[src/cstt_pkg.sv]
`timescale 1ns / 1ps
`default_nettype none
// ----------------------------------------------------------------------------
// Call stack trace tracker package
// Shared sizes, result kinds and the controller/datapath command and status structs.
// ----------------------------------------------------------------------------
package cstt_pkg;

	localparam int STACK_DEPTH   = 32;
	localparam int CONTEXT_SLOTS = 16;
	localparam int SLOT_W        = 4;
	localparam int LVL_W         = $clog2(STACK_DEPTH);
	localparam int DEPTH_W       = 6;
	localparam int MEM_AW        = SLOT_W + LVL_W;
	localparam int MEM_DEPTH     = CONTEXT_SLOTS * STACK_DEPTH;

	typedef logic [2:0] kind_t;
	localparam kind_t KIND_START  = 3'd0;
	localparam kind_t KIND_ENTRY  = 3'd1;
	localparam kind_t KIND_RETURN = 3'd2;
	localparam kind_t KIND_LEVEL  = 3'd3;
	localparam kind_t KIND_DONE   = 3'd4;

	localparam logic REQ_ENTRY  = 1'b0;
	localparam logic REQ_RETURN = 1'b1;

	typedef struct packed {
		logic  load_in;
		logic  create;
		logic  clr_step;
		logic  kill;
		logic  push;
		logic  rd_top;
		logic  pop;
		logic  rd_walk;
		logic  cnt_clr;
		logic  cnt_inc;
		logic  emit;
		kind_t emit_kind;
		logic  emit_last;
	} cmd_t;

	typedef struct packed {
		logic enabled;
		logic req_type;
		logic root;
		logic active;
		logic depth_zero;
		logic depth_one;
		logic depth_full;
		logic addr_match;
		logic cnt_last;
		logic out_free;
	} sts_t;

endpackage
`default_nettype wire

[src/cstt_ctrl.sv]
`timescale 1ns / 1ps
`default_nettype none
// ----------------------------------------------------------------------------
// Call stack trace tracker controller
// Sequences decode, level clear, push, pop and the done walk.
// ----------------------------------------------------------------------------
module cstt_ctrl (
	input  wire logic          clk,
	input  wire logic          arst_n,
	input  wire logic          in_valid,
	output logic               in_ready,
	input  wire cstt_pkg::sts_t sts,
	output cstt_pkg::cmd_t     cmd
);

	typedef enum logic [3:0] {
		S_IDLE, S_DECIDE, S_CLEAR, S_START, S_PUSH, S_CMP, S_WRD, S_WEMIT, S_DONE
	} state_t;

	state_t state_q;
	state_t state_d;

	assign in_ready = (state_q == S_IDLE);

	always_comb begin
		cmd     = '0;
		state_d = state_q;
		unique case (state_q)
			S_IDLE: begin
				if (in_valid) begin
					cmd.load_in = 1'b1;
					state_d     = S_DECIDE;
				end
			end
			S_DECIDE: begin
				if (!sts.enabled) begin
					state_d = S_IDLE;
				end else if (sts.req_type == cstt_pkg::REQ_ENTRY) begin
					if (!sts.active) begin
						if (sts.root) begin
							cmd.create  = 1'b1;
							cmd.cnt_clr = 1'b1;
							state_d     = S_CLEAR;
						end else begin
							state_d = S_IDLE;
						end
					end else if (sts.depth_full) begin
						state_d = S_IDLE;
					end else if (sts.depth_zero && !sts.root) begin
						cmd.kill = 1'b1;
						state_d  = S_IDLE;
					end else begin
						state_d = S_PUSH;
					end
				end else begin
					if (!sts.active || sts.depth_zero) begin
						state_d = S_IDLE;
					end else begin
						cmd.rd_top = 1'b1;
						state_d    = S_CMP;
					end
				end
			end
			S_CLEAR: begin
				cmd.clr_step = 1'b1;
				if (sts.cnt_last) state_d = S_START;
			end
			S_START: begin
				if (sts.out_free) begin
					cmd.emit      = 1'b1;
					cmd.emit_kind = cstt_pkg::KIND_START;
					state_d       = S_PUSH;
				end
			end
			S_PUSH: begin
				if (sts.out_free) begin
					cmd.emit      = 1'b1;
					cmd.emit_kind = cstt_pkg::KIND_ENTRY;
					cmd.emit_last = 1'b1;
					cmd.push      = 1'b1;
					state_d       = S_IDLE;
				end
			end
			S_CMP: begin
				if (!sts.addr_match) begin
					cmd.kill = 1'b1;
					state_d  = S_IDLE;
				end else if (sts.out_free) begin
					cmd.emit      = 1'b1;
					cmd.emit_kind = cstt_pkg::KIND_RETURN;
					cmd.emit_last = !sts.depth_one;
					cmd.pop       = 1'b1;
					if (sts.depth_one) begin
						cmd.cnt_clr = 1'b1;
						state_d     = S_WRD;
					end else begin
						state_d = S_IDLE;
					end
				end
			end
			S_WRD: begin
				cmd.rd_walk = 1'b1;
				state_d     = S_WEMIT;
			end
			S_WEMIT: begin
				if (sts.out_free) begin
					cmd.emit      = 1'b1;
					cmd.emit_kind = cstt_pkg::KIND_LEVEL;
					cmd.cnt_inc   = 1'b1;
					state_d       = sts.cnt_last ? S_DONE : S_WRD;
				end
			end
			S_DONE: begin
				if (sts.out_free) begin
					cmd.emit      = 1'b1;
					cmd.emit_kind = cstt_pkg::KIND_DONE;
					cmd.emit_last = 1'b1;
					cmd.kill      = 1'b1;
					state_d       = S_IDLE;
				end
			end
			default: state_d = S_IDLE;
		endcase
	end

	always_ff @(posedge clk or negedge arst_n) begin
		if (!arst_n) begin
			state_q <= S_IDLE;
		end else begin
			state_q <= state_d;
		end
	end

endmodule
`default_nettype wire

[config.mk]
export PLATFORM = sky130hd
export DESIGN_NAME = cstt_ctrl
export DESIGN_NICKNAME = d
export VERILOG_FILES = /design/src/cstt_pkg.sv /design/src/cstt_ctrl.sv
export SDC_FILE = /design/constraint.sdc
export NUM_CORES = 1
export LEC_CHECK = 0
export BUFFER_PORTS_ARGS = -buffer_cell sky130_fd_sc_hd__clkbuf_2
export CAP_MARGIN = 0
export CORE_AREA = 10 10 47 49
export DETAILED_ROUTE_END_ITERATION = 10
export DIE_AREA = 0 0 57 59
export GPL_TIMING_DRIVEN = 0
export PLACE_DENSITY_LB_ADDON = 0.25
export SLEW_MARGIN = 25
export SYNTH_ARGS = -nofsm -noshare
export SYNTH_HDL_FRONTEND = slang
export SYNTH_SLANG_ARGS = --single-unit
[constraint.sdc]
create_clock -name clk -period 2.3 [get_ports clk]
set_input_delay 0.46 -clock clk [delete_from_list [all_inputs] [get_ports clk]]
set_output_delay 0.46 -clock clk [all_outputs]
set_load 0.02 [all_outputs]
==> results of run 1 <==
[critical path, stage by stage, from the launching register on]
cell and delay (ns):
dfrtp_1 0.38, buf_6 0.13, nor2_4 0.07, nand4b_1 0.13, or4b_4 0.50, or3b_4 0.39, o21ai_2 0.07, clkbuf_8 0.16
[power by group]
part / switching [mW] / leakage, nW / internal [mW]
Combinational: 0.269 / 0.323 / 0.183
Clock: 0.0265 / 0.0138 / 0.0582
Sequential: 0.0159 / 0.0536 / 0.0911
[cell type report]
class,instances,share of cell area (%)
Clock buffer,3,2.885
Multi-Input combinational cell,54,51.60
Timing Repair Buffer,33,24.20
Tap cell,16,2.564
Sequential cell,4,12.82
Inverter,3,1.442
Buffer,5,4.487
[repair_timing]
item	CTS	global route
setup endpoints to repair	1	6
hold buffers	0	0
pin swaps	4	2
gates resized for setup	6	5
buffers inserted	5	1
[Yosys cell counts (all sizes together) (3+ instances only)]
cell type	number
a31oi	3
buf	4
dfrtp	4
inv	3
nand2	4
nor2	6
nor3	3
o21ai	6
[logic make-up after synthesis]
family | Yosys count
and+or+nand+nor | 35
AOI/OAI and AO/OA | 16
buffers and inverters | 9
DFF | 4
muxes | 2
xor gates and xnor gates | 1
[stage by stage]
stage | TNS [ns] | hold slack, ns
after floorplan | 0 | 0.1644
after global placement | -0.07853 | 0.2679
after detailed placement | -0.09028 | 0.2695
after CTS | -0.2594 | 0.01885
after global routing | -0.3084 | 0.01407
final | -0.2200 | 0.02488
[layer usage]
metal / vias up / GRT usage (%) / routed length [um] / part of all wire [%]
met5: - / 0 / 0 / 0
met1: 283 / 10.13 / 685 / 42
met3: 0 / 5.579 / 171 / 10
met2: 25 / 15.81 / 792 / 48
li1: 316 / - / - / -
met4: 0 / 2.013 / 0 / 0
[worst paths after layout]
check | slack [ns] | end | cells past startpoint | startpoint
max | -0.22 | cmd[11] | 7 | state_q[3]$_DFFE_PN0P_
min | 0.02 | state_q[1]$_DFFE_PN0P_ | 1 | arst_n
max reg2reg | 0.37 | state_q[2]$_DFFE_PN0P_ | 6 | state_q[2]$_DFFE_PN0P_
min reg2reg | 0.76 | state_q[0]$_DFFE_PN0P_ | 3 | state_q[3]$_DFFE_PN0P_
max in group asynchronous | 2.15 | state_q[2]$_DFFE_PN0P_ | 1 | arst_n
min in group clk | 0.56 | state_q[3]$_DFFE_PN0P_ | 3 | sts[1]
==> impl_results.md, run 1 <==
* Ports at 29
* Final hold vios at 0
* Layout Nets at 117
* Xor and xnor area share after synthesis at 1.691%
* Initial Util at 36.96%
* DIE HEIGHT at 59 um
* RSZ-0062 raised after global routing: yes
* Tcrit/Tclk final at 109.6%
* Synth Warn # at 0
* Drt pass-1 iters at 4
* HP Class: in -> async
* Final HPWL DP at 1307 um
* Largest net degree at the start of global routing at 11
* Drt wl/cell at 13.97 um
* Largest family of logic cells by synthesized area: simple AND/OR/NAND/NOR gates
* DRC at 0
* Relative slew slack at 71.57%
* Compound-Gate Fraction of Synth Area at 22.95%
* Mapped Cells at 67
* Flops & latches, synth at 4
* Placed Instances at 111
* Kind of critical path: reg -> out
* H-tree levels at 1
* Die W at 57 um
* Syn Area/Cell at 7.731 sq um
* Pins over their slew limit at 0
* Adder-cell share of the synthesized area at 0%
* Crit path DAT at 2.06 ns
* Fraction of registers with async set/reset at 100.0%
* Synthesized area at 518.0 sq um
* Fin util at 55.71%
* Number of synthesized flops with an enable pin at 0
* Max_cap viols at 0
* Number of flip-flops in the largest register at 4
* Fill count at 147
* Initial antenna violation count at 0
* RePlAce Congestion at 0.7892
* Area leader, netlist: dfrtp_1
* Synth cell types at 38
* Sequential share of the synthesized area at 19.32%
* Post-synth top area share at 19.32%
* Flip-flop and latch area at 100.1 sq um
* Total Routed Length at 1648 um
* Worst clock skew at 0.004303 ns
* Placed inst area at 684.4 sq um
* Vias per inst at 5.288
* Routed Antenna Nets at 0
* CTS tree: done
* PnR worst setup slack at -0.2200 ns
* Share of layout cells above drive strength 1 at 50.98%
* Worst-skew pair later-pin latency at 0.23 ns
* Max Root-Sink Buffers at 2
* Slew @ Worst Pin at 0.4265 ns
* Area of the multi-input gates at 402.9 sq um
* Crit path launch type: flip-flop
* Vias in the first global route at 607
* P&R area growth vs syn at 50.72%
* Leak Pwr at 0.3903 nW
* All-layer global routing usage at 9.474%
* Post-synthesis mux area share at 4.106%
* Pwr dens at 823.7 nW/um^2
* Core region area at 1401 sq um
* Row cnt at 14
* Post-route design area at 780.7 sq um
* Post-synth top flop: dfrtp_1
* DRT iter0 DRCs at 7
* Most frequent cells in the layout: clkbuf_2 (26), buf_4 (6), nor2_1 (5), o21ai_0 (5)
* Port-buffer cells at 28
* Top cells by area, synth: dfrtp_1 (19%), o21ai_0 (4.8%), nor2_1 (3.6%)
* Synthesized net count at 80
* Peak supply drop at 517.0 uV
* First-pass GRT wire length at 2628 um
* CTS buffer count at 3
* Fmax at 0.3968 GHz
* Fin crit period at 2.520 ns
* Failing checks: setup timing
* Critical Path RT at 1.84 ns
* Setup violators final at 1
* Worst Setup End Kind: output port
* Pre-CTS setup slack at -0.09028 ns
* Clk slew on worst S/H paths at 0.04 ns
* Via count at 624
* Clock Root Buffer: clkbuf_4
* Tot Pwr at 0.6431 mW
* Crit-path max FO at 2
* Status: complete, but fails checks
* Post-Synth Simple-Gate Area at 42.75%
* Post-Layout Cell Count at 118
* Global route overflow at 0
* Top flop regs: state_q: 4 flops
* Sink Count at 4
* Biggest register: state_q
* Die area at 3363 sq um
* Most common cell after layout, fill and taps aside: clkbuf_2
* Ant diodes at 0
Power figures use the tool's default switching activity.
==> inputs of run 2 (changes only) <==
- GPL_TIMING_DRIVEN: 0 -> default
==> run 2 against run 1 <==
Effect of this change: the run still ends with setup timing left; critical path depth shrank 1; non-clock buffer count shrank 3; clock power shrank 2%; cell area shrank 4.0%; die area is the same; wire length shrank 3.9%; via count shrank 0.64%; sequential share of layout area grew 0.54 points; fmax grew 4.1%; clock-buffer cell count is the same; largest cell class unchanged; largest power group unchanged.
==> impl_results.md, run 2 (synthesis gave the netlist of run 1 again) <==
* Status: complete, but fails checks
* Failing checks: setup timing
* DRT iter0 DRCs at 6
* Setup violators final at 1
* H-tree levels at 1
* Pwr dens at 857.4 nW/um^2
* R2R depth at 6
* Most common cell after layout, fill and taps aside: clkbuf_2
* CTS tree: done
* Port-buffer cells at 28
* Peak supply drop at 431.2 uV
* HP Class: in -> async
* Top flop regs: state_q: 4 flops
* Critical Path RT at 1.84 ns
* Crit-path max FO at 2
* Vias per inst at 5.391
* P&R area growth vs syn at 44.69%
* Vias in the first global route at 585
* Tcrit/Tclk final at 105.3%
* Critical Path Max Stage Delay at 0.50 ns
* Ports at 29
* Total Routed Length at 1583 um
* First-pass GRT wire length at 2504 um
* Fmax at 0.4130 GHz
* Fin Setup TNS at -0.1211 ns
* Sink Count at 4
* Fin crit period at 2.421 ns
* CP Cell Sequence: nor2_4 > nand4b_1 > or4b_4 > or3b_4 > o21ai_2 > clkbuf_8
* Core region area at 1401 sq um
* Post-route design area at 749.5 sq um
* Fin util at 53.48%
* WHS at 0.02831 ns
* Pins over their slew limit at 0
* Clk slew on worst S/H paths at 0.03 ns
* Post-Layout Cell Count at 115
* Row cnt at 14
* Final HPWL DP at 1302 um
* RR Startpoint: state_q[2]$_DFFE_PN0P_
* Cts hold-fix bufs at 0
* Max_cap viols at 0
* Placed inst area at 685.7 sq um
* DRC at 0
* RePlAce Congestion at 0.7580
* Share of layout cells above drive strength 1 at 48.48%
* Ant diodes at 0
* All-layer global routing usage at 8.652%
* R2R setup slack at 0.33 ns
* Final hold vios at 0
* Routed Antenna Nets at 0
* Layout Nets at 114
* Critical R2R Capture: state_q[2]$_DFFE_PN0P_
* Placed Instances at 110
* Max Root-Sink Buffers at 2
* DIE HEIGHT at 59 um
* Worst-skew pair later-pin latency at 0.23 ns
* PnR worst setup slack at -0.1211 ns
* Biggest register: state_q
* Global route overflow at 0
* RSZ-0062 raised after global routing: yes
* Slowest stage cell, crit path: or4b_4
* Most frequent cells in the layout: clkbuf_2 (26), buf_4 (8), nor2_1 (5), o21ai_0 (5)
* Die W at 57 um
* Die area at 3363 sq um
* Drt wl/cell at 13.77 um
* Worst clock skew at 0.001603 ns
* Leak Pwr at 0.3803 nW
* Crit path DAT at 1.96 ns
* Kind of critical path: reg -> out
* CTS buffer count at 3
* Initial Util at 36.96%
* Clock Root Buffer: clkbuf_4
* Slew @ Worst Pin at 0.3242 ns
* Relative slew slack at 78.11%
* Worst Setup End Kind: output port
* Drt pass-1 iters at 4
* Crit path launch type: flip-flop
* Number of flip-flops in the largest register at 4
* Via count at 620
* Largest net degree at the start of global routing at 18
* Initial antenna violation count at 0
[run 2: repair_timing]
action	4_1_cts	5_1_grt
buffers inserted	0	2
pin swaps	1	3
resized for setup	2	5
endpoints found under the setup margin	1	1
[run 2: metal layers]
layer / vias to the layer above / wire [um] / part of all wire, % / GRT usage, %
met5: - / 0 / 0 / 0
met4: 0 / 0 / 0 / 4.027
met3: 0 / 129 / 8.1 / 2.575
met2: 21 / 816 / 52 / 14.11
met1: 285 / 637 / 40 / 10.14
li1: 314 / - / - / -
[run 2: where the power goes]
group          total, mW  internal [mW]  switching (mW)
combinational      0.456          0.191           0.264
sequential         0.104         0.0915          0.0127
clock             0.0828         0.0581          0.0248
total              0.643          0.341           0.302
[run 2: how the worst max path moves through the flow]
stage	from	end	slack, ns
finish	state_q[2]$_DFFE_PN0P_	cmd[11]	-0.12
global route	state_q[2]$_DFFE_PN0P_	cmd[11]	-0.19
CTS	state_q[3]$_DFFE_PN0P_	cmd[11]	-0.16
detailed placement	sts[9]	cmd[11]	0.04
global placement	sts[9]	cmd[11]	0.07
floorplan	state_q[1]$_DFFE_PN0P_	cmd[14]	0.03
[run 2: critical path: cells and delay by family (launching register included)]
family | cells | cell delay [ns]
buffers and inverters | 1 | 0.16
and+or+nand+nor | 4 | 1.11
AOI/OAI and AO/OA | 1 | 0.06
DFF | 1 | 0.39
[run 2: layout make-up]
class	instances	area, sq um
Clock buffer	3	22.52
Fill cell	140	651.9
Inverter	3	11.26
Multi-Input combinational cell	54	391.6
Sequential cell	4	100.1
Tap cell	16	20.02
Timing Repair Buffer	35	203.9
[run 2: stage by stage]
step	power (mW)	setup WS, ns
after floorplan	0.4114	0.02551
after global placement	0.5291	0.07091
after detailed placement	0.5319	0.04174
after CTS	0.6234	-0.1581
after global routing	0.6980	-0.1865
final	0.6426	-0.1211
==> inputs of run 3 (changes only) <==
- clock period: 2.3 -> 3 ns (I/O delays scaled with it)
==> run 3 against run 2 <==
Effect of this change: the flow now finishes without violations; clock skew increased by 0.0016 ns; combinational power down 29%; largest cell class unchanged; non-clock buffer count decreased by 3.
==> impl_results.md, run 3 (synthesis gave the netlist of run 1 again) <==
* Most frequent cells in the layout: clkbuf_2 (28), nor2_1 (5), o21ai_0 (5)
* Routed Antenna Nets at 0
* CTS tree: done
* First-pass GRT wire length at 2656 um
* Flip-flop and latch area at 100.1 sq um
* Drt wl/cell at 14.74 um
* Largest net degree at the start of global routing at 18
* Max_cap viols at 0
* Global route overflow at 0
* All-layer global routing usage at 9.404%
* Port-buffer cells at 28
* Pins over their slew limit at 0
* Die W at 57 um
* Ant diodes at 0
* Vias per inst at 5.420
* Most common cell after layout, fill and taps aside: clkbuf_2
* Drt pass-1 iters at 4
* Slew @ Worst Pin at 0.5796 ns
* RSZ-0062 raised after global routing: no
* Vias in the first global route at 606
* Layout Nets at 111
* Initial antenna violation count at 0
* Crit-path max FO at 2
* Critical Path RT at 2.40 ns
* P&R area growth vs syn at 34.06%
* WP buf/inv at 1
* Initial Util at 36.96%
* Peak supply drop at 611.2 uV
* Tcrit/Tclk final at 86.54%
* Setup violators final at 0
* Max Root-Sink Buffers at 2
* Cts hold-fix bufs at 0
* HP Class: in -> async
* Slowest stage cell, crit path: or4b_1
* RePlAce Congestion at 0.8063
* DRC at 0
* Number of flip-flops in the largest register at 4
* Total Routed Length at 1651 um
* Share of layout cells above drive strength 1 at 43.75%
* Crit path launch type: flip-flop
* Cts repair resizes at 0
* Via count at 607
* Fin Setup TNS at 0 ns
* Die area at 3363 sq um
* Worst clock skew at 0.003207 ns
* Critical Path Max Stage Delay at 0.49 ns
* Core region area at 1401 sq um
* CTS buffer count at 3
* CP Cell Sequence: nor2_4 > nand4b_1 > or4b_1 > or3b_1 > o21ai_2 > clkbuf_2
* DRT iter0 DRCs at 7
* Leak Pwr at 0.3535 nW
* Clk slew on worst S/H paths at 0.04 ns
* Relative slew slack at 60.82%
* Postcts setup bufs at 0
* Ports at 29
* Sink Count at 4
* DIE HEIGHT at 59 um
* Row cnt at 14
* Tot Pwr at 0.4686 mW
* Pwr dens at 674.8 nW/um^2
* Worst Setup End Kind: output port
* Clock Root Buffer: clkbuf_4
* Status: complete, no violations
* Kind of critical path: reg -> out
* H-tree levels at 1
* Fill count at 150
* Crit path DAT at 2.00 ns
* Top flop regs: state_q: 4 flops
* Fin util at 49.55%
* Area of the multi-input gates at 370.4 sq um
* Fin crit period at 2.596 ns
* Fmax at 0.3852 GHz
* Final hold vios at 0
* Biggest register: state_q
* Final HPWL DP at 1356 um
* Worst-skew pair later-pin latency at 0.23 ns
* CP top delay family: simple AND/OR/NAND/NOR gates
-- run 3: changes by cell type in the layout (fill, tap and decap cells not counted), sizes merged --
| cell | previous run | this run |
|---|---|---|
| buf | 8 | 4 |
| clkbuf | 30 | 31 |
-- run 3: through the flow --
stage	hold slack, ns	instance area, sq um	worst slack (ns)	instances
after floorplan	0.3044	518.0	0.4990	67
after global placement	0.4072	671.9	0.4980	109
after detailed placement	0.4076	671.9	0.4762	109
after CTS	0.1624	694.4	0.3926	112
after global routing	0.1640	694.4	0.3104	112
final	0.1663	694.4	0.4037	112
-- run 3: report_power, final --
group / total [mW] / internal [mW] / switching (mW)
combinational: 0.322 / 0.122 / 0.200
sequential: 0.0822 / 0.0702 / 0.0120
clock: 0.0644 / 0.0446 / 0.0198
-- run 3: cell type report --
class	instances	share of cell area [%]
multi-input combinational	54	53.33
timing repair buffer	32	24.50
sequential	4	14.41
clock buffer	3	3.243
tap	16	2.883
inverter	3	1.622
-- run 3: final timing paths --
| kind | startpoint | end | slack, ns | depth (start not counted) |
|---|---|---|---|---|
| setup / recovery | state_q[3]$_DFFE_PN0P_ | cmd[11] | 0.40 | 6 |
| hold / removal | arst_n | state_q[0]$_DFFE_PN0P_ | 0.17 | 1 |
| setup reg to reg | state_q[3]$_DFFE_PN0P_ | state_q[2]$_DFFE_PN0P_ | 1.15 | 5 |
| hold reg to reg | state_q[3]$_DFFE_PN0P_ | state_q[0]$_DFFE_PN0P_ | 0.70 | 2 |
| max in group asynchronous | arst_n | state_q[1]$_DFFE_PN0P_ | 2.71 | 1 |
| min in group clk | state_q[3]$_DFFE_PN0P_ | state_q[0]$_DFFE_PN0P_ | 0.70 | 2 |
-- run 3: layer usage --
layer | GRT usage (%) | wire length, um
met5 | 0 | 0
met4 | 3.020 | 0
met3 | 3.648 | 117
met2 | 16.28 | 792
met1 | 10.30 | 741
